$ cat src/rtl/go_back_n_receiver_defines.svh
// Assertion macros for the go-back-n receiver
`ifndef GO_BACK_N_RECEIVER_DEFINES_SVH
`define GO_BACK_N_RECEIVER_DEFINES_SVH
`ifndef SYNTH
`define GBNR_ASSERT(lbl, expr, msg) \
    lbl: assert property (@(posedge clk) disable iff (!rst_n) (expr)) else $error(msg);
`define GBNR_ASSERT_NEXT(lbl, ante, cons, msg) \
    lbl: assert property (@(posedge clk) disable iff (!rst_n) (ante) |=> (cons)) else $error(msg);
`else
`define GBNR_ASSERT(lbl, expr, msg)
`define GBNR_ASSERT_NEXT(lbl, ante, cons, msg)
`endif
`endif

$ cat src/rtl/gbnr_pkg.sv
package gbnr_pkg;

    localparam int MAX_CHUNKS  = 4096;
    localparam int CHUNK_BYTES = 4096;

    // last storable chunk slot and length of a full chunk
    localparam logic [11:0] SLOT_LIMIT =
        12'(((MAX_CHUNKS > 4096) ? 4096 : MAX_CHUNKS) - 1);
    localparam logic [12:0] FULL_LEN =
        13'((CHUNK_BYTES > 8191) ? 8191 : CHUNK_BYTES);

    localparam logic CFG_ACK_EVERY = 1'b0;
    localparam logic CFG_TIMEOUT   = 1'b1;

    localparam logic [4:0]  ACK_EVERY_RST = 5'd1;
    localparam logic [15:0] TIMEOUT_RST   = 16'd50;

    typedef enum logic [1:0] {
        KIND_TICK,
        KIND_BAD,
        KIND_PKT
    } kind_t;

    typedef enum logic [2:0] {
        EV_NONE    = 3'd0,
        EV_CONNECT = 3'd1,
        EV_FIN     = 3'd2,
        EV_DONE    = 3'd3,
        EV_TIMEOUT = 3'd4
    } event_t;

    typedef struct packed {
        kind_t       kind;
        logic [15:0] seq_num;
        logic        pkt_syn;
        logic        pkt_fin;
        logic        pkt_str;
        logic        pkt_end;
        logic        pkt_cont;
        logic [11:0] chunk_total;
        logic [12:0] final_len;
    } item_t;

    // first member is the top bit: send_ack ends up at bit 0 of tdata
    typedef struct packed {
        logic [2:0]  session_event;
        logic        file_error;
        logic        file_done;
        logic [12:0] chunk_len;
        logic [11:0] chunk_index;
        logic        store_chunk;
        logic        ack_resend;
        logic [15:0] ack_num;
        logic        send_ack;
    } result_t;

endpackage

$ cat src/rtl/gbnr_front.sv
module gbnr_front
(
    input  logic                s_axis_tvalid,
    output logic                s_axis_tready,
    input  logic [47:0]         s_axis_tdata,
    input  logic [4:0]          s_axis_tuser,
    input  logic                s_axis_tlast,
    input  logic                q_full,
    output logic                push,
    output gbnr_pkg::item_t     item
);
    import gbnr_pkg::*;

    logic [12:0] flen;

    assign s_axis_tready = !q_full;
    assign push          = s_axis_tvalid && !q_full;
    assign flen          = s_axis_tdata[41:29];

    always_comb
    begin
        if (s_axis_tuser[0])
        begin
            item.kind = KIND_TICK;
        end
        else if (!s_axis_tdata[0])
        begin
            item.kind = KIND_BAD;
        end
        else
        begin
            item.kind = KIND_PKT;
        end
        item.seq_num     = s_axis_tdata[16:1];
        item.pkt_syn     = s_axis_tuser[1];
        item.pkt_fin     = s_axis_tuser[2];
        item.pkt_str     = s_axis_tuser[3];
        item.pkt_end     = s_axis_tlast;
        item.pkt_cont    = s_axis_tuser[4];
        item.chunk_total = s_axis_tdata[28:17];
        item.final_len   = (flen > FULL_LEN) ? FULL_LEN : flen;
    end

endmodule

$ cat src/rtl/gbnr_queue.sv
module gbnr_queue
(
    input  logic                clk,
    input  logic                rst_n,
    input  logic                push,
    input  gbnr_pkg::item_t     item_in,
    output logic                full,
    input  logic                pop,
    output logic                head_valid,
    output gbnr_pkg::item_t     head
);
    import gbnr_pkg::*;

    item_t      mem [2];
    logic       wr_ptr_reg;
    logic       rd_ptr_reg;
    logic [1:0] count_reg;
    logic [1:0] count_next;

    assign full       = (count_reg == 2'd2);
    assign head_valid = (count_reg != 2'd0);
    assign head       = mem[rd_ptr_reg];

    always_comb
    begin
        count_next = count_reg;
        if (push && !pop)
        begin
            count_next = count_reg + 2'd1;
        end
        else if (pop && !push)
        begin
            count_next = count_reg - 2'd1;
        end
    end

    always_ff @(posedge clk)
    begin
        if (push)
        begin
            mem[wr_ptr_reg] <= item_in;
        end
    end

    always_ff @(posedge clk or negedge rst_n)
    begin
        if (!rst_n)
        begin
            wr_ptr_reg <= 1'b0;
            rd_ptr_reg <= 1'b0;
            count_reg  <= 2'd0;
        end
        else
        begin
            if (push)
            begin
                wr_ptr_reg <= !wr_ptr_reg;
            end
            if (pop)
            begin
                rd_ptr_reg <= !rd_ptr_reg;
            end
            count_reg <= count_next;
        end
    end

endmodule

$ cat src/rtl/gbnr_back.sv
`include "go_back_n_receiver_defines.svh"

module gbnr_back
(
    input  logic                clk,
    input  logic                rst_n,
    input  logic                cfg_we,
    input  logic                cfg_addr,
    input  logic [15:0]         cfg_wdata,
    input  logic                head_valid,
    input  gbnr_pkg::item_t     head,
    output logic                pop,
    output logic                m_axis_tvalid,
    input  logic                m_axis_tready,
    output logic [55:0]         m_axis_tdata
);
    import gbnr_pkg::*;

    logic [4:0]  ack_every_reg;
    logic [15:0] timeout_reg;

    logic [1:0]  mode_reg;
    logic [1:0]  mode_next;
    logic [15:0] exp_reg;
    logic [15:0] exp_next;
    logic [4:0]  ack_cnt_reg;
    logic [4:0]  ack_cnt_next;
    logic [11:0] chunks_seen_reg;
    logic [11:0] chunks_seen_next;
    logic [11:0] last_idx_reg;
    logic [11:0] last_idx_next;
    logic [12:0] last_len_reg;
    logic [12:0] last_len_next;
    logic        ends_sess_reg;
    logic        ends_sess_next;
    logic [15:0] idle_reg;
    logic [15:0] idle_next;
    logic        ovf_reg;
    logic        ovf_next;

    logic        out_valid_reg;
    result_t     out_data_reg;
    result_t     res;

    logic [4:0]  eff_every;
    logic [4:0]  cnt_inc;
    logic [15:0] idle_inc;
    logic        close;
    logic        on;
    logic        sending;
    logic        fire;

    assign pop           = head_valid && (!out_valid_reg || m_axis_tready);
    assign m_axis_tvalid = out_valid_reg;
    assign m_axis_tdata  = {7'd0, out_data_reg};

    assign eff_every = (ack_every_reg == 5'd0) ? 5'd1 : ack_every_reg;
    assign cnt_inc   = ack_cnt_reg + 5'd1;
    assign idle_inc  = (idle_reg != 16'hFFFF) ? idle_reg + 16'd1 : idle_reg;
    assign on        = mode_reg[0];
    assign sending   = mode_reg[1];
    assign fire      = (cnt_inc >= eff_every) || head.pkt_end;

    always_comb
    begin
        mode_next        = mode_reg;
        exp_next         = exp_reg;
        ack_cnt_next     = ack_cnt_reg;
        chunks_seen_next = chunks_seen_reg;
        last_idx_next    = last_idx_reg;
        last_len_next    = last_len_reg;
        ends_sess_next   = ends_sess_reg;
        idle_next        = idle_reg;
        ovf_next         = ovf_reg;
        res              = '0;
        close            = 1'b0;

        case (head.kind)
            KIND_TICK:
            begin
                idle_next = idle_inc;
                if (on && idle_inc >= timeout_reg && exp_reg != 16'd0)
                begin
                    close             = 1'b1;
                    res.session_event = EV_TIMEOUT;
                end
            end
            KIND_PKT:
            begin
                if (head.seq_num != exp_reg)
                begin
                    res.send_ack   = 1'b1;
                    res.ack_num    = exp_reg - 16'd1;
                    res.ack_resend = 1'b1;
                end
                else
                begin
                    // data words inside a file are acked cumulatively
                    if (sending && !head.pkt_str)
                    begin
                        res.send_ack = fire;
                        ack_cnt_next = fire ? 5'd0 : cnt_inc;
                    end
                    else
                    begin
                        res.send_ack = 1'b1;
                    end
                    res.ack_num = res.send_ack ? exp_reg : 16'd0;
                    idle_next   = 16'd0;
                    exp_next    = exp_reg + 16'd1;

                    if (mode_reg == 2'b00 && head.pkt_syn)
                    begin
                        mode_next         = 2'b01;
                        res.session_event = EV_CONNECT;
                    end
                    else if (on && head.pkt_fin)
                    begin
                        close             = 1'b1;
                        res.session_event = EV_FIN;
                    end
                    else if (on && !sending && head.pkt_str)
                    begin
                        mode_next      = 2'b11;
                        ends_sess_next = head.pkt_cont;
                        last_idx_next  = head.chunk_total;
                        last_len_next  = head.final_len;
                    end
                    else if (on && sending && head.pkt_end)
                    begin
                        mode_next = 2'b01;
                        if (chunks_seen_reg != last_idx_reg || ovf_reg)
                        begin
                            res.file_error = 1'b1;
                            ends_sess_next = 1'b0;
                        end
                        else
                        begin
                            res.store_chunk = 1'b1;
                            res.chunk_index = last_idx_reg;
                            res.chunk_len   = last_len_reg;
                            res.file_done   = 1'b1;
                            if (ends_sess_reg)
                            begin
                                close             = 1'b1;
                                res.session_event = EV_DONE;
                            end
                        end
                        chunks_seen_next = 12'd0;
                        ovf_next         = 1'b0;
                    end
                    else if (on && sending)
                    begin
                        if (chunks_seen_reg < SLOT_LIMIT)
                        begin
                            res.store_chunk  = 1'b1;
                            res.chunk_index  = chunks_seen_reg;
                            res.chunk_len    = FULL_LEN;
                            chunks_seen_next = chunks_seen_reg + 12'd1;
                        end
                        else
                        begin
                            ovf_next = 1'b1;
                        end
                    end
                end
            end
            default:
            begin
                res.send_ack   = 1'b1;
                res.ack_num    = exp_reg - 16'd1;
                res.ack_resend = 1'b1;
            end
        endcase

        if (close)
        begin
            mode_next        = 2'b00;
            exp_next         = 16'd0;
            ack_cnt_next     = eff_every - 5'd1;
            chunks_seen_next = 12'd0;
            last_idx_next    = 12'd0;
            last_len_next    = 13'd0;
            ends_sess_next   = 1'b0;
            idle_next        = 16'd0;
            ovf_next         = 1'b0;
        end
    end

    always_ff @(posedge clk)
    begin
        if (pop)
        begin
            out_data_reg <= res;
        end
    end

    always_ff @(posedge clk or negedge rst_n)
    begin
        if (!rst_n)
        begin
            ack_every_reg   <= ACK_EVERY_RST;
            timeout_reg     <= TIMEOUT_RST;
            mode_reg        <= 2'b00;
            exp_reg         <= 16'd0;
            ack_cnt_reg     <= ACK_EVERY_RST - 5'd1;
            chunks_seen_reg <= 12'd0;
            last_idx_reg    <= 12'd0;
            last_len_reg    <= 13'd0;
            ends_sess_reg   <= 1'b0;
            idle_reg        <= 16'd0;
            ovf_reg         <= 1'b0;
            out_valid_reg   <= 1'b0;
        end
        else
        begin
            if (cfg_we)
            begin
                case (cfg_addr)
                    CFG_ACK_EVERY: ack_every_reg <= cfg_wdata[4:0];
                    CFG_TIMEOUT:   timeout_reg   <= cfg_wdata;
                    default:       ;
                endcase
            end
            if (pop)
            begin
                mode_reg        <= mode_next;
                exp_reg         <= exp_next;
                ack_cnt_reg     <= ack_cnt_next;
                chunks_seen_reg <= chunks_seen_next;
                last_idx_reg    <= last_idx_next;
                last_len_reg    <= last_len_next;
                ends_sess_reg   <= ends_sess_next;
                idle_reg        <= idle_next;
                ovf_reg         <= ovf_next;
                out_valid_reg   <= 1'b1;
            end
            else if (m_axis_tready)
            begin
                out_valid_reg <= 1'b0;
            end
        end
    end

    // sending without an open connection never happens
    `GBNR_ASSERT(a_mode_legal, mode_reg != 2'b10, "sending flag set while connection off")
    `GBNR_ASSERT(a_resend_acks,
        !(out_valid_reg && out_data_reg.ack_resend && !out_data_reg.send_ack),
        "repeat ack without ack")
    `GBNR_ASSERT(a_chunk_bound, chunks_seen_reg <= SLOT_LIMIT, "chunk count past last slot")
    `GBNR_ASSERT_NEXT(a_close_clears, pop && close,
        exp_reg == 16'd0 && mode_reg == 2'b00, "session end left state behind")

endmodule

$ cat src/rtl/go_back_n_receiver.sv
// Go-back-N receiver: one packet header or idle tick per word.
// Throughput: one word per cycle when the output side keeps taking results.
// Each word passes through a queue slot and then the output register before its
// result is offered on the output side.
// A two-word queue between decode and state update absorbs output stalls.
// Reset (rst_n, asynchronous, active low) clears the session state, ack_every 1, timeout 50.
module go_back_n_receiver
(
    input  logic        clk,
    input  logic        rst_n,
    input  logic        cfg_we,
    input  logic        cfg_addr,
    input  logic [15:0] cfg_wdata,
    input  logic        s_axis_tvalid,
    output logic        s_axis_tready,
    // checksum_ok, seq_num[15:0], chunk_total[11:0], final_len[12:0], zero pad
    input  logic [47:0] s_axis_tdata,
    // opcode, SYN, FIN, STR, continue
    input  logic [4:0]  s_axis_tuser,
    // END
    input  logic        s_axis_tlast,
    output logic        m_axis_tvalid,
    input  logic        m_axis_tready,
    // send_ack, ack_num[15:0], ack_resend, store_chunk, chunk_index[11:0],
    // chunk_len[12:0], file_done, file_error, session_event[2:0], zero pad
    output logic [55:0] m_axis_tdata
);
    import gbnr_pkg::*;

    item_t item;
    item_t head;
    logic  push;
    logic  q_full;
    logic  pop;
    logic  head_valid;

    gbnr_front u_front
    (
        .s_axis_tvalid (s_axis_tvalid),
        .s_axis_tready (s_axis_tready),
        .s_axis_tdata  (s_axis_tdata),
        .s_axis_tuser  (s_axis_tuser),
        .s_axis_tlast  (s_axis_tlast),
        .q_full        (q_full),
        .push          (push),
        .item          (item)
    );

    gbnr_queue u_queue
    (
        .clk        (clk),
        .rst_n      (rst_n),
        .push       (push),
        .item_in    (item),
        .full       (q_full),
        .pop        (pop),
        .head_valid (head_valid),
        .head       (head)
    );

    gbnr_back u_back
    (
        .clk           (clk),
        .rst_n         (rst_n),
        .cfg_we        (cfg_we),
        .cfg_addr      (cfg_addr),
        .cfg_wdata     (cfg_wdata),
        .head_valid    (head_valid),
        .head          (head),
        .pop           (pop),
        .m_axis_tvalid (m_axis_tvalid),
        .m_axis_tready (m_axis_tready),
        .m_axis_tdata  (m_axis_tdata)
    );

endmodule

$ cat config.mk
export PLATFORM = sky130hd
export DESIGN_NAME = go_back_n_receiver
export DESIGN_NICKNAME = d
export VERILOG_FILES = /design/src/rtl/gbnr_pkg.sv /design/src/rtl/gbnr_front.sv /design/src/rtl/gbnr_queue.sv /design/src/rtl/gbnr_back.sv /design/src/rtl/go_back_n_receiver.sv
export VERILOG_INCLUDE_DIRS = /design/src /design/src/rtl
export SDC_FILE = /design/constraint.sdc
export NUM_CORES = 1
export LEC_CHECK = 0
export ABC_CLOCK_PERIOD_IN_PS = 5600
export BUFFER_PORTS_ARGS = -buffer_cell sky130_fd_sc_hd__buf_2
export CORE_ASPECT_RATIO = 1.75
export CORE_UTILIZATION = 45
export CTS_BUF_LIST = sky130_fd_sc_hd__clkbuf_16
export DETAILED_ROUTE_END_ITERATION = 6
export GPL_TIMING_DRIVEN = 0
export SLEW_MARGIN = 0
export SYNTH_ARGS = -nofsm -noshare
export SYNTH_HDL_FRONTEND = slang
export SYNTH_SLANG_ARGS = --single-unit
$ cat constraint.sdc
create_clock -name clk -period 5.6 [get_ports clk]
set_clock_uncertainty 0.1 [all_clocks]
set_input_delay 1.12 -clock clk [delete_from_list [all_inputs] [get_ports clk]]
set_output_delay 1.12 -clock clk [all_outputs]
set_load 0.02 [all_outputs]
## Yosys cells after proc, flatten, opt, wreduce, memory -nomap -nowiden

Memory sizes are Yosys's and may differ from the RTL's.
Cells that the tools add are included.

| operators by class | value |
|---|---|
| magnitude comparators | 4 |
| muxes and demuxes | 99 |
| bitwise gates (word level) | 3 |
| reduce and logical (&&, ||, !) cells | 52 |
| add/sub/neg operators | 8 |
| equal/unequal tests | 12 |

Operators with widths:

| operator | number |
|---|---|
| $mux W12 | 15 |
| $mux W16 | 7 |
| $mux W13 | 7 |
| $mux W26 | 3 |
| $mux W31 | 2 |
| $mux W28 | 2 |
| $pmux W18 S2 | 1 |
| $mux W5 | 7 |
| $mux W1 | 34 |
| $add A16 B1 Y16 const B | 2 |
| $pmux W16 S2 | 1 |
| $mux W27 | 1 |
| $mux W2 | 12 |
| $mux W17 | 1 |
| $ge A16 B16 Y1 | 1 |
| $ne A16 B16 Y1 | 1 |
| $ne A16 B16 Y1 const B | 1 |
| $reduce_and A8 Y1 | 2 |
| $reduce_bool A16 Y1 | 1 |
| $sub A16 B1 Y16 const B | 1 |
| $reduce_bool A3 Y1 | 5 |
| $gt A13 B13 Y1 const B | 1 |
| $logic_and A1 B1 Y1 | 13 |
| $add A12 B1 Y12 const B | 1 |
| other kinds (29) | 56 |

| storage, ports and cells | value |
|---|---|
| memories | 1 |
| flip-flop bits (word level) | 153 |
| RAM bits | 96 |
| output and inout bits | 58 |

Memory list:

| memory | words | bits a word | read ports | clocked after memory_dff | wr ports | line | RTL |
|---|---|---|---|---|---|---|---|
| u_queue.mem | 2 | 48 | 1 | 0 | 1 | gbnr_queue.sv:14 | `item_t mem [2];` |

## Logic depth before layout (Yosys ltp)

Gate-level depths: netlist (run 1).

| logic depth | value |
|---|---|
| depth after elaboration | 11 |
| mapped depth | 21 |
| mapped depth without buffers | 17 |

## Modules after synthesis

Synthesis (run 1) repeated with hierarchy kept, for this count alone.

| second synthesis, totals | value |
|---|---|
| cell total of the unflattened synthesis | 998 |
| area total of the unflattened synthesis | 12214.2 um2 |

By module, submodules not included:

| module | area each (um2) | cells each | sequential area each (um2) | instances |
|---|---|---|---|---|
| gbnr_back | 8131.5 | 782 | 3978.8 | 1 |
| gbnr_queue | 3698.5 | 165 | 2982.9 | 1 |
| gbnr_front | 384.1 | 51 | 0.0 | 1 |

## Worst setup path before layout (run 1)

No wires, ideal clock.

| timing path | value |
|---|---|
| path type | register to register |
| from | register u_back.idle_reg[0] |
| to | register u_back.last_idx_reg[11] |
| data arrival time | 4.135 ns |
| buffers on the path | 4 |
| data required time | 5.365 ns |
| path slack | 1.231 ns |
| setup time | 0.135 ns |
| cell stages (with the launch flop) | 21 |
| cells stage by stage | dfrtp_1 -> ha_1 -> and3_1 -> nand4_1 -> or3_1 -> clkbuf_1 -> and2_1 -> clkbuf_1 -> nand3_1 -> xnor2_1 -> ha_1 -> and4_1 -> o21ai_0 -> o221ai_1 -> a221oi_1 -> or2_1 -> buf_2 -> inv_1 -> o32ai_1 -> clkbuf_1 -> o31ai_1 |

| on the way | value |
|---|---|
| cells in the longest elaborated chain, start to end | 9 |
| elaborated cells on any way between the ends | 15 |
| those cells by class | 1 x add/sub; 1 x order compare; 4 x eq/ne; 4 x mux; 5 x reduce/logical |

RTL lines:

| item | line | RTL |
|---|---|---|
| start: declaration | gbnr_back.sv:36 | `logic [15:0] idle_reg;` |
| start signal: assignment | gbnr_back.sv:234 | `idle_reg <= idle_next;` |
| $add A16 B1 Y16 or $ne A16 B16 Y1 (tied branches) | gbnr_back.sv:59 | `assign idle_inc = (idle_reg != 16'hFFFF) ? idle_reg + 16'd1 : idle_reg;` |
| $mux W16 (*) | gbnr_back.sv:59 |  |
| $ge A16 B16 Y1 (*) | gbnr_back.sv:82 | `if (on && idle_inc >= timeout_reg && exp_reg != 16'd0)` |
| $logic_and A1 B1 Y1 (*) (2 in a row) | gbnr_back.sv:82 |  |
| $mux W1 (*) | gbnr_back.sv:82 |  |
| $pmux W1 S2 (*) | gbnr_back.sv:78 | `case (head.kind)` |
| $ne A2 B1 Y1 (no line) or $reduce_bool A2 Y1 (tied branches) | n/a |  |
| $reduce_and A6 Y1 (no line) | n/a |  |
| end signal: assignment | gbnr_back.sv:231 | `last_idx_reg <= last_idx_next;` |
| end: declaration | gbnr_back.sv:30 | `logic [11:0] last_idx_reg;` |

Every way passes the cells marked *; elsewhere a longest branch is shown, timed or not.
A chain may end at the register's enable or synchronous reset.

## Worst setup path after layout (run 1)

| timing path | value |
|---|---|
| from | register u_back.idle_reg[0] |
| to | register u_back.exp_reg[14] |

| on the way | value |
|---|---|
| cells in the longest elaborated chain, start to end | 9 |
| elaborated cells on any way between the ends | 12 |
| those cells by class | 1 x add/sub; 1 x order compare; 2 x eq/ne; 4 x mux; 4 x reduce/logical |

RTL lines:

| item | line | RTL |
|---|---|---|
| $add A16 B1 Y16 or $ne A16 B16 Y1 (tied branches) | gbnr_back.sv:59 |  |
| $mux W16 (*) | gbnr_back.sv:59 |  |
| $ge A16 B16 Y1 (*) | gbnr_back.sv:82 |  |
| $logic_and A1 B1 Y1 (*) (2 in a row) | gbnr_back.sv:82 |  |
| $mux W1 (*) | gbnr_back.sv:82 |  |
| $pmux W1 S2 (*) | gbnr_back.sv:78 |  |
| $ne A2 B1 Y1 (no line) or $reduce_bool A2 Y1 (tied branches) | n/a |  |
| $reduce_and A3 Y1 (no line) | n/a |  |
| end signal: assignment | gbnr_back.sv:228 | `exp_reg <= exp_next;` |
| end: declaration | gbnr_back.sv:24 | `logic [15:0] exp_reg;` |

Marks and branches as above.

==> reports/results.ini, run 1 <==
[final_layout]
largest_register = u_queue.mem
fin_cells = 1486
fin_area_mm2 = 0.0138
final_nets = 1253
nFillCells = 2298
seqCellArea_mm2 = 0.00696
largest_reg_flops = 96
num_antenna_cells = 0
final_layout_size_suffix_gt1_share_pct = 20.7
utilization_pct = 53.3
multi_input_area_mm2 = 0.00447
syn_to_final_growth_pct = 16.7

[floorplanning]
dieArea_mm2 = 0.0269
die_h_um = 216
initial_core_util_pct = 45.7
boundaryPins = 134
die_w_um = 124
core_area_mm2 = 0.0259
rows = 78

[place]
place_ws_ps = -143
placed_area_mm2 = 0.0129
port_buffers = 120
dp_hpwl_um = 19800
gp_congestion = 0.849
dp_cells = 1443

[sta]
period_share_pct = 93.6
tightest_slew_ps = 1230
slew_violations = 0
rsz0062_at_grt = no
maxSlewHeadroom_pct = 17.3
fmaxAchievable_ghz = 0.191
min_period_ps = 5240
hold_ws_ps = 365
finalSetupViolCount = 0
hold_violations = 0
setup_slack_ps = 360

[job]
drv_cap = 0

[clock_network]
clk_path_buf_depth = 3
cts_made_buffers = 24
cts_tree = built
cts.clk_slew.worst_paths_ps = 70
cts_setup_buffers = 0
htree_num_levels = 1
cts-root-buf = clkbuf_16
clk-insertion-delay-late_ps = 540
clock_sinks = 249
postCtsHoldBufs = 0

[global_route]
antenna_found_initial = 3
grt_max_degree = 65
globalRouteOverflowTotal = 0
grt_pass1_wl_um = 43200
grt_pass1_vias = 8347
grt_util_all_layers_pct = 20.3

[power_and_ir_drop]
swShare_pct = 33.3
clkPwrFrac_pct = 27.8
p_int_mw = 3.99
combPwrFrac_pct = 28.0
powerDensity_mw_per_mm2 = 434
power_leakage_nw = 5.76
seqPwrFrac_pct = 44.2
ir_drop_uv = 298
p_switching_mw = 1.99

[synthesis]
async_reset_ff_share_pct = 41.8
yosys.area_share.adder_pct = 3.07
syn_inst = 993
synthSimpleGateAreaFrac_pct = 13.2
synth_compound_area_share_pct = 10.8
seq_area_frac_synth_pct = 58.9
synth_ff_type = edfxtp_1
synth_edf_count = 145
synth_top_family_by_area = simple AND/OR/NAND/NOR gates
muxShareOfSynthArea_pct = 6.16
synth-xor-area-share_pct = 4.08
ys_ff_latch = 249
synth.avg_cell_area_um2 = 11.9
ys_types = 67
ys_warn_count = 0
syn_area_mm2 = 0.0118

[route]
viasPerCell = 5.47
num_vias = 8134
wl_per_cell_um = 18.1
ant_nets = 0
wirelength_um = 26900
initialDrtViolationCount = 475
dr.pass1.iters = 7
drc = 0

[critical_path]
critPathCaptureType = register
cp.required_ps = 5940
critical_path_class = register to register
crit_path_max_fanout = 10
timing.rr.start = u_back.idle_reg[0]$_DFFE_PN0P_
startpoint_type = register
timing.critical_path.from = u_back.idle_reg[0]$_DFFE_PN0P_
cp.arrival_ps = 5580

[hold_path]
hold_class = register to register
hp-start = u_back.last_len_reg[2]$_DFFE_PN0P_

[run_status]
status = finished clean

-- final cells by class --
cell class                      instances  area share [%]
Buffer                                 62            2.19
Clock buffer                           25            4.54
Clock inverter                         19            1.30
Inverter                               40            1.09
Multi-Input combinational cell        647            32.4
Sequential cell                       249            50.5
Tap cell                              320            2.90
Timing Repair Buffer                  124            5.04
-- placed cells by master, fill, tap and decap left out, drive strengths merged, types with 11 or more instances in the layout --
| master | synthesis | routed |
|---|---|---|
| xor2 | 11 | 11 |
| inv | 40 | 45 |
| o21ai | 43 | 43 |
| nor2b | 21 | 21 |
| nor2 | 54 | 54 |
| mux2i | 48 | 48 |
| clkbuf | 40 | 64 |
| o31ai | 38 | 38 |
| nor3 | 18 | 18 |
| a22o | 23 | 23 |
| nor4 | 11 | 11 |
| buf | 23 | 147 |
| ha | 29 | 29 |
| dfrtp | 100 | 100 |
| nand2 | 89 | 89 |
| mux2 | 22 | 22 |
| edfxtp | 145 | 145 |
| nand3 | 32 | 32 |
| a21oi | 21 | 21 |
| and3 | 12 | 12 |
| xnor2 | 44 | 44 |
| and2 | 16 | 16 |
-- cell families after synthesis --
family / count (synthesis)
and+or+nand+nor: 303
DFF: 249
AOI/OAI and AO/OA: 183
buffers and inverters: 103
muxes: 70
xor gates and xnor gates: 55
adders and majority gates: 29
other: 1
-- stage by stage --
stage	TNS, ps	total power [mW]
after floorplan	0	3.82
after global placement	-850	4.33
after detailed placement	-3010	4.38
after CTS	0	6.06
after global routing	0	6.30
final	0	5.99
-- cell usage after synthesis, types with 5 or more instances --
library cell,number,area (um2)
a21oi_1,21,105
a22o_1,23,201
a31oi_1,10,62.6
and2_1,16,100
and3_1,12,75.1
and4_1,5,43.8
buf_2,11,55.1
buf_4,8,60.1
clkbuf_1,40,150
dfrtp_1,100,2500
edfxtp_1,145,4350
ha_1,29,363
inv_1,40,150
mux2_2,22,248
mux2i_1,48,480
nand2_1,89,334
nand2b_1,6,37.5
nand3_1,32,160
nand4_1,8,50.1
nor2_1,54,203
nor2b_1,21,131
nor3_1,15,75.1
nor4_1,9,56.3
o211ai_1,5,37.5
o21a_1,5,37.5
o21ai_0,40,200
o31ai_1,38,285
or3_1,9,56.3
or4_1,8,60.1
xnor2_1,44,385
xor2_1,11,96.3
-- per-layer routing --
| layer | wire length (um) | vias up | GRT usage, % |
|---|---|---|---|
| met5 | 33 | - | 0 |
| met4 | 1130 | 6 | 9.84 |
| met3 | 1200 | 76 | 3.11 |
| met2 | 14600 | 214 | 38.4 |
| met1 | 9940 | 3897 | 21.8 |
| li1 | - | 3941 | - |
-- power groups by stage --
stage          Clock, mW  Sequential (mW)  Combinational (mW)
2_1_floorplan          0             2.81                1.01
3_3_place_gp           0             2.70                1.63
3_5_place_dp           0             2.68                1.70
4_1_cts             1.70             2.65                1.71
5_1_grt             1.76             2.69                1.85
6_report            1.66             2.65                1.68
-- final timing paths --
path	endpoint	slack [ps]	cells after the start
max reg2reg	u_back.exp_reg[14]$_DFFE_PN0P_	360	19
min in group asynchronous	u_back.timeout_reg[6]$_DFFE_PN0P_	390	1
min	u_back.last_len_reg[2]$_DFFE_PN0P_	360	2
max	u_back.exp_reg[14]$_DFFE_PN0P_	360	19
max in group asynchronous	u_back.last_len_reg[5]$_DFFE_PN0P_	4320	2
min reg2reg	u_back.last_len_reg[2]$_DFFE_PN0P_	360	2
-- worst max-delay path, cell delays in order (launching register included) --
cell,delay [ps]
dfrtp_1,430
ha_1,230
and3_1,230
nand4_1,220
or3_1,570
and2_1,240
clkbuf_1,190
nand3_1,160
xnor2_1,140
ha_1,260
and4_1,200
o21ai_0,70
o221ai_1,220
a221oi_2,400
nor3_1,160
nor2b_1,470
buf_2,310
buf_2,270
o31ai_1,110
a21oi_1,150
-- what timing repair did --
action / in CTS / in global routing
endpoints found under the setup margin: 35 / 69
cloned: 0 / 0
gates resized for setup: 6 / 13
No activity file was read; power rests on OpenSTA's default activity.
==> inputs of run 2 (changes only) <==
--- a/config.mk
+++ b/config.mk
@@ -11,8 +11,10 @@
 export CORE_ASPECT_RATIO = 1.75
 export CORE_UTILIZATION = 45
 export CTS_BUF_LIST = sky130_fd_sc_hd__clkbuf_16
+export CTS_CLUSTER_DIAMETER = 100
 export DETAILED_ROUTE_END_ITERATION = 6
 export GPL_TIMING_DRIVEN = 0
+export PLACE_DENSITY = 0.69
 export SLEW_MARGIN = 0
 export SYNTH_ARGS = -nofsm -noshare
 export SYNTH_HDL_FRONTEND = slang
==> run 2 against run 1 <==
Global-route usage fell by 0.28 points. Critical path depth did not move. Highest routed layer unchanged. Critical endpoint is now u_back.last_len_reg[9]$_DFFE_PN0P_. Sequential power barely moved. Non-clock buffer count did not move. Maximum frequency fell by 0.79%. Routed wire length fell by 1.4%. Flip-flop and latch count did not move. Core utilization barely moved. Worst setup slack got worse by 42 ps. Register-to-register slack got worse by 40 ps.
==> reports/results.ini, run 2 (synthesized netlist as in run 1, its figures left out) <==
[run_status]
status = finished clean  ; unchanged

[global_route]
globalRouteOverflowTotal = 0  ; unchanged
antenna_found_initial = 2  ; was 3
grt_max_degree = 65  ; unchanged
grt_pass1_vias = 8660  ; was 8,347
grt_pass1_wl_um = 43300  ; was 43,200 um
grt_util_all_layers_pct = 20.0  ; was 20.3%

[critical_path]
timing.rr.start = u_back.idle_reg[0]$_DFFE_PN0P_  ; unchanged
crit_path_max_fanout = 10  ; unchanged
rrSetupSlack_ps = 320  ; was 360 ps
cp_num_buf_inv = 4  ; was 3
timing.rr.end = u_back.last_len_reg[9]$_DFFE_PN0P_  ; was u_back.exp_reg[14]$_DFFE_PN0P_
crit_family = simple AND/OR/NAND/NOR gates  ; unchanged
crit_chain = ha_1 -> and3_1 -> nand4_1 -> or3_1 -> and2_1 -> clkbuf_1 -> nand3_1 -> xnor2_1 -> ha_1 -> and4_1 -> o21ai_0 -> o221ai_1 -> a221oi_2 -> or2_1 -> buf_2 -> o21ai_1 -> clkbuf_1 -> clkbuf_1 -> o31ai_1  ; was ha_1 -> and3_1 -> nand4_1 -> or3_1 -> and2_1 -> clkbuf_1 -> nand3_1 -> xnor2_1 -> ha_1 -> and4_1 -> o21ai_0 -> o221ai_1 -> a221oi_2 -> nor3_1 -> nor2b_1 -> buf_2 -> buf_2 -> o31ai_1 -> a21oi_1
cpMaxStageDelayCell = or3_1  ; unchanged
cp.arrival_ps = 5570  ; was 5580 ps
r2r_cells = 19  ; unchanged
cpMostUsedCell = clkbuf_1
critPathCaptureType = register  ; unchanged
startpoint_type = register  ; unchanged
cp.required_ps = 5890  ; was 5940 ps
critical_path_class = register to register  ; unchanged
critical-path-max-stage-delay_ps = 570  ; about the same

[clock_network]
cts_tree = built  ; unchanged
cts_made_buffers = 24  ; unchanged
cts.clk_slew.worst_paths_ps = 70  ; about the same
cts-root-buf = clkbuf_16  ; unchanged
clock_sinks = 249  ; unchanged
htree_num_levels = 1  ; unchanged
cts_setup_buffers = 0  ; unchanged
clk_path_buf_depth = 3  ; unchanged
clk-insertion-delay-late_ps = 530  ; was 540 ps

[sta]
tightest_slew_ps = 1230  ; about the same
rsz0062_at_grt = no  ; unchanged
tns_ps = 0  ; unchanged
slew_violations = 0  ; unchanged
finalSetupViolCount = 0  ; unchanged
hold_violations = 0  ; unchanged
period_share_pct = 94.3  ; was 93.6%
min_period_ps = 5280  ; was 5240 ps
fmaxAchievable_ghz = 0.189  ; was 0.191 GHz
maxSlewHeadroom_pct = 17.1  ; was 17.3%
setup_slack_ps = 318  ; was 360 ps

[power_and_ir_drop]
powerDensity_mw_per_mm2 = 436  ; was 434 mW/mm2
p_int_mw = 4.07  ; was 3.99 mW
total_power_mw = 6.02  ; was 5.99 mW
combPwrFrac_pct = 27.8  ; was 28.0%
seqPwrFrac_pct = 44.1  ; was 44.2%
swShare_pct = 32.4  ; was 33.3%
p_switching_mw = 1.95  ; was 1.99 mW
ir_drop_uv = 280  ; was 298 uV
power_leakage_nw = 5.77  ; was 5.76 nW
clkPwrFrac_pct = 28.1  ; was 27.8%

[final_layout]
layout_commonest_cell = edfxtp_1  ; unchanged
num_antenna_cells = 0  ; unchanged
syn_to_final_growth_pct = 16.7  ; about the same
nFillCells = 2245  ; was 2,298
final_layout_size_suffix_gt1_share_pct = 19.9  ; was 20.7%
final_nets = 1253  ; unchanged
largest_reg_flops = 96  ; unchanged
fin_cells = 1486  ; unchanged
final_cell_mix = edfxtp_1 (145), buf_2 (130), dfrtp_1 (100), nand2_1 (89), nor2_1 (52)  ; unchanged
largest_register = u_queue.mem  ; unchanged

[route]
wl_per_cell_um = 17.9  ; was 18.1 um
initialDrtViolationCount = 394  ; was 475
dr.pass1.iters = 7  ; unchanged
wirelength_um = 26500  ; was 26,900 um
viasPerCell = 5.54  ; was 5.47
num_vias = 8239  ; was 8,134
ant_nets = 0  ; unchanged
drc = 0  ; unchanged

[floorplanning]
dieArea_mm2 = 0.0269  ; unchanged
rows = 78  ; unchanged
die_h_um = 216  ; unchanged
die_w_um = 124  ; unchanged
initial_core_util_pct = 45.7  ; unchanged
core_area_mm2 = 0.0259  ; unchanged
boundaryPins = 134  ; unchanged

[place]
dp_cells = 1443  ; unchanged
dp_hpwl_um = 19400  ; was 19,800 um
place_ws_ps = -30.6  ; was -143 ps
gp_congestion = 0.858  ; was 0.849
port_buffers = 120  ; unchanged

[hold_path]
hold_class = register to register  ; unchanged
holdPathStages = 2  ; unchanged
hp-start = u_back.last_len_reg[2]$_DFFE_PN0P_  ; unchanged
worstHoldEndpoint = u_back.last_len_reg[2]$_DFFE_PN0P_  ; unchanged

[job]
drv_cap = 0  ; unchanged

run 2: changes by cell type in the layout (fill, tap and decap cells not counted), moves of 3 or more:
cell / change
inv_1: +5
clkbuf_1: +4
inv_6: -3
clkinv_2: +3
clkbuf_2: -4
clkinv_4: -6
run 2: worst max path at each step:
stage | startpoint | to | slack (ps) | depth (start not counted)
floorplan | u_back.idle_reg[0]$_DFFE_PN0P_ | u_back.last_idx_reg[11]$_DFFE_PN0P_ | 1230 | 20
global placement | u_back.idle_reg[0]$_DFFE_PN0P_ | u_back.last_idx_reg[0]$_DFFE_PN0P_ | -0.6 | 20
detailed placement | u_back.idle_reg[0]$_DFFE_PN0P_ | u_back.last_len_reg[9]$_DFFE_PN0P_ | -30 | 20
CTS | u_back.idle_reg[0]$_DFFE_PN0P_ | u_back.chunks_seen_reg[7]$_DFFE_PN0P_ | 6 | 21
global route | u_back.idle_reg[0]$_DFFE_PN0P_ | u_back.last_len_reg[9]$_DFFE_PN0P_ | 10 | 20
finish | u_back.idle_reg[0]$_DFFE_PN0P_ | u_back.last_len_reg[9]$_DFFE_PN0P_ | 320 | 19
run 2: what timing repair did:
item | CTS | global route
setup endpoints to repair | 22 | 69
resized for setup | 2 | 12
hold buffers | 0 | 0
run 2: layer usage:
| layer | GRT usage, % | wire length, um |
|---|---|---|
| met1 | 21.3 | 9910 |
| met2 | 37.7 | 14200 |
| met3 | 3.58 | 1400 |
| met4 | 9.44 | 966 |
| met5 | 0 | 11 |
run 2: area by class of cell:
| type | instances | area, um2 | share of cell area, % |
|---|---|---|---|
| clock buffers | 25 | 626 | 4.54 |
| flip-flops and latches | 249 | 6960 | 50.5 |
| clock inverters | 19 | 186 | 1.35 |
| multi-input cells | 647 | 4470 | 32.4 |
| inverters | 40 | 150 | 1.09 |
| well taps | 320 | 400 | 2.90 |
| repair buffers | 124 | 691 | 5.01 |
| plain buffers | 62 | 297 | 2.15 |
run 2: metrics by stage:
stage          hold slack, ps  utilization [%]  area, um2
2_1_floorplan             340                -      11800
3_3_place_gp              351             49.6      12800
3_5_place_dp              360             50.0      12900
4_1_cts                   374             53.2      13800
5_1_grt                   397             53.3      13800
6_report                  372             53.3      13800
run 2: power by group through the flow:
| stage | clock [mW] | combinational, mW | sequential (mW) |
|---|---|---|---|
| after detailed placement | 0 | 1.68 | 2.69 |
| after floorplan | 0 | 1.01 | 2.81 |
| final | 1.69 | 1.67 | 2.65 |
| after CTS | 1.72 | 1.69 | 2.66 |
| after global placement | 0 | 1.60 | 2.70 |
| after global routing | 1.78 | 1.85 | 2.70 |
run 2: worst reg2reg max path, delay by kind of cell (launching register included):
| family | cells | cell delay (ps) |
|---|---|---|
| DFF | 1 | 430 |
| adders and majority gates | 2 | 500 |
| buffers and inverters | 4 | 1320 |
| and+or+nand+nor | 7 | 1850 |
| xor gates and xnor gates | 1 | 80 |
| AOI/OAI and AO/OA | 5 | 850 |
==> inputs of run 3 (changes only) <==
--- a/config.mk
+++ b/config.mk
@@ -9,12 +9,12 @@
 export ABC_CLOCK_PERIOD_IN_PS = 5600
 export BUFFER_PORTS_ARGS = -buffer_cell sky130_fd_sc_hd__buf_2
 export CORE_ASPECT_RATIO = 1.75
-export CORE_UTILIZATION = 45
+export CORE_UTILIZATION = 59
 export CTS_BUF_LIST = sky130_fd_sc_hd__clkbuf_16
 export CTS_CLUSTER_DIAMETER = 100
 export DETAILED_ROUTE_END_ITERATION = 6
 export GPL_TIMING_DRIVEN = 0
-export PLACE_DENSITY = 0.69
+export PLACE_DENSITY = 0.85
 export SLEW_MARGIN = 0
 export SYNTH_ARGS = -nofsm -noshare
 export SYNTH_HDL_FRONTEND = slang
==> run 3 against run 2 <==
Total power shrank 2.3%. Worst setup slack gained 28 ps. Critical path depth grew 2. Clock-buffer cell count shrank 2. Register-to-register slack gained 30 ps. Routed wire length grew 0.84%. Flip-flop and latch count is the same. Via count grew 1.2%. Critical endpoint is now u_back.chunks_seen_reg[4]$_DFFE_PN0P_.
==> reports/results.ini, run 3 (synthesized netlist as in run 1, its figures left out) <==
[floorplanning]
rows = 68  ; was 78
dieArea_mm2 = 0.0206  ; was 0.0269 mm2
core_area_mm2 = 0.0197  ; was 0.0259 mm2
boundaryPins = 134  ; unchanged
die_w_um = 109  ; was 124 um
die_h_um = 189  ; was 216 um
initial_core_util_pct = 60.1  ; was 45.7%

[sta]
tns_ps = 0  ; unchanged
tightest_slew_ps = 1200  ; was 1230 ps
rsz0062_at_grt = no  ; unchanged
finalSetupViolCount = 0  ; unchanged
min_period_ps = 5250  ; was 5280 ps
hold_violations = 0  ; unchanged
setup_slack_ps = 346  ; was 318 ps
slew_violations = 0  ; unchanged
fmaxAchievable_ghz = 0.190  ; was 0.189 GHz
maxSlewHeadroom_pct = 19.2  ; was 17.1%
period_share_pct = 93.8  ; was 94.3%

[global_route]
grt_max_degree = 57  ; was 65
antenna_found_initial = 0  ; was 2
grt_util_all_layers_pct = 26.8  ; was 20.0%
grt_pass1_wl_um = 42400  ; was 43,300 um
globalRouteOverflowTotal = 0  ; unchanged
grt_pass1_vias = 8617  ; was 8,660

[place]
dp_hpwl_um = 19100  ; was 19,400 um
port_buffers = 120  ; unchanged
gp_congestion = 0.898  ; was 0.858
placed_area_mm2 = 0.0129  ; about the same
place_ws_ps = 38.9  ; was -30.6 ps

[clock_network]
cts_resized = 1  ; was 2
htree_num_levels = 1  ; unchanged
clock_sinks = 249  ; unchanged
clk-insertion-delay-late_ps = 510  ; was 530 ps
cts.clk_slew.worst_paths_ps = 70  ; about the same
postCtsHoldBufs = 0  ; unchanged
cts_made_buffers = 23  ; was 24
cts-root-buf = clkbuf_16  ; unchanged
clk_path_buf_depth = 3  ; unchanged
cts_tree = built  ; unchanged
cts_setup_buffers = 0  ; unchanged

[critical_path]
cp.arrival_ps = 5560  ; was 5570 ps
cp_num_buf_inv = 5  ; was 4
crit_family = buffers and inverters  ; was simple AND/OR/NAND/NOR gates
rrSetupSlack_ps = 350  ; was 320 ps
critical-path-max-stage-delay_ps = 540  ; was 570 ps
crit_chain = ha_1 -> and3_1 -> nand4_1 -> or3_1 -> clkbuf_1 -> and2_1 -> clkbuf_1 -> nand3_1 -> xnor2_1 -> ha_1 -> and4_1 -> o21ai_0 -> o221ai_1 -> a221oi_2 -> or2_1 -> buf_2 -> inv_1 -> clkbuf_1 -> nor2_4 -> a31o_1 -> a22o_1  ; was ha_1 -> and3_1 -> nand4_1 -> or3_1 -> and2_1 -> clkbuf_1 -> nand3_1 -> xnor2_1 -> ha_1 -> and4_1 -> o21ai_0 -> o221ai_1 -> a221oi_2 -> or2_1 -> buf_2 -> o21ai_1 -> clkbuf_1 -> clkbuf_1 -> o31ai_1
cpMaxStageDelayCell = clkbuf_1  ; was or3_1
cp.required_ps = 5900  ; was 5890 ps
critPathCaptureType = register  ; unchanged
cpMostUsedCell = clkbuf_1  ; unchanged
startpoint_type = register  ; unchanged
crit_path_max_fanout = 10  ; unchanged
critical_path_class = register to register  ; unchanged

[final_layout]
final_layout_size_suffix_gt1_share_pct = 19.8  ; was 19.9%
largest_reg_flops = 96  ; unchanged
num_antenna_cells = 0  ; unchanged
fin_area_mm2 = 0.0136  ; was 0.0138 mm2
final_nets = 1253  ; unchanged
final_cell_mix = edfxtp_1 (145), buf_2 (130), dfrtp_1 (100), nand2_1 (89), nor2_1 (52)  ; unchanged
syn_to_final_growth_pct = 15.1  ; was 16.7%
layout_commonest_cell = edfxtp_1  ; unchanged
largest_register = u_queue.mem  ; unchanged

[route]
viasPerCell = 5.91  ; was 5.54
wirelength_um = 26800  ; was 26,500 um
num_vias = 8334  ; was 8,239
wl_per_cell_um = 19.0  ; was 17.9 um
dr.pass1.iters = 5  ; was 7
initialDrtViolationCount = 584  ; was 394
ant_nets = 0  ; unchanged
drc = 0  ; unchanged

[hold_path]
hold_class = register to register  ; unchanged

[job]
drv_cap = 0  ; unchanged

[power_and_ir_drop]
ir_drop_uv = 337  ; was 280 uV
power_leakage_nw = 5.72  ; was 5.77 nW
total_power_mw = 5.88  ; was 6.02 mW
powerDensity_mw_per_mm2 = 432  ; was 436 mW/mm2

[run_status]
status = finished clean  ; unchanged

==> run 3: changes by cell type in the layout (fill, tap and decap cells not counted), moves of 2 or more <==
cell	change
clkbuf_16	-2
inv_1	-3
clkinv_1	+3
bufinv_16	-2
==> run 3: power by group <==
group | internal, mW | switching [mW] | total [mW]
registers | 2.45 | 0.228 | 2.67
clock network | 0.842 | 0.672 | 1.51
logic | 0.634 | 1.05 | 1.69
==> run 3: final cells by class <==
class | count | area [um2]
well taps | 245 | 307
flip-flops and latches | 249 | 6960
clock inverters | 18 | 139
repair buffers | 124 | 698
multi-input cells | 647 | 4470
clock buffers | 23 | 576
fillers | 1387 | 6050
plain buffers | 63 | 302
inverters | 40 | 150
==> run 3: layer usage <==
layer | GRT usage (%) | vias up | part of all wire [%]
met3 | 3.92 | 89 | 5.0
met1 | 28.5 | 4028 | 35
met2 | 49.1 | 281 | 54
met4 | 15.3 | 0 | 5.6
li1 | - | 3936 | -
met5 | 0 | - | 0
==> run 3: worst register-to-register path: cells and delay by family, from the launching register on <==
| kind | cells | cell delay (ps) |
|---|---|---|
| adders and majority gates | 2 | 540 |
| buffers and inverters | 5 | 1510 |
| xor gates and xnor gates | 1 | 150 |
| AOI/OAI and AO/OA | 5 | 940 |
| DFF | 1 | 440 |
| and+or+nand+nor | 8 | 1470 |
==> run 3: path summary, 6_finish.rpt <==
check,endpoint,from,cells past startpoint
max,u_back.chunks_seen_reg[4]$_DFFE_PN0P_,u_back.idle_reg[0]$_DFFE_PN0P_,21
min,u_back.last_len_reg[1]$_DFFE_PN0P_,u_back.last_len_reg[1]$_DFFE_PN0P_,2
max reg2reg,u_back.chunks_seen_reg[4]$_DFFE_PN0P_,u_back.idle_reg[0]$_DFFE_PN0P_,21
min reg2reg,u_back.last_len_reg[1]$_DFFE_PN0P_,u_back.last_len_reg[1]$_DFFE_PN0P_,2
max in group asynchronous,u_back.ack_every_reg[0]$_DFFE_PN1P_,rst_n,2
min in group asynchronous,u_back.exp_reg[15]$_DFFE_PN0P_,rst_n,1
==> run 3: metrics by stage <==
step | hold WS (ps) | instances | util [%]
floorplan | 340 | 999 | -
detailed placement | 363 | 1368 | 65.4
global route | 412 | 1409 | 69.2
CTS | 377 | 1409 | 69.1
global placement | 352 | 1364 | 64.8
finish | 379 | 1409 | 69.2
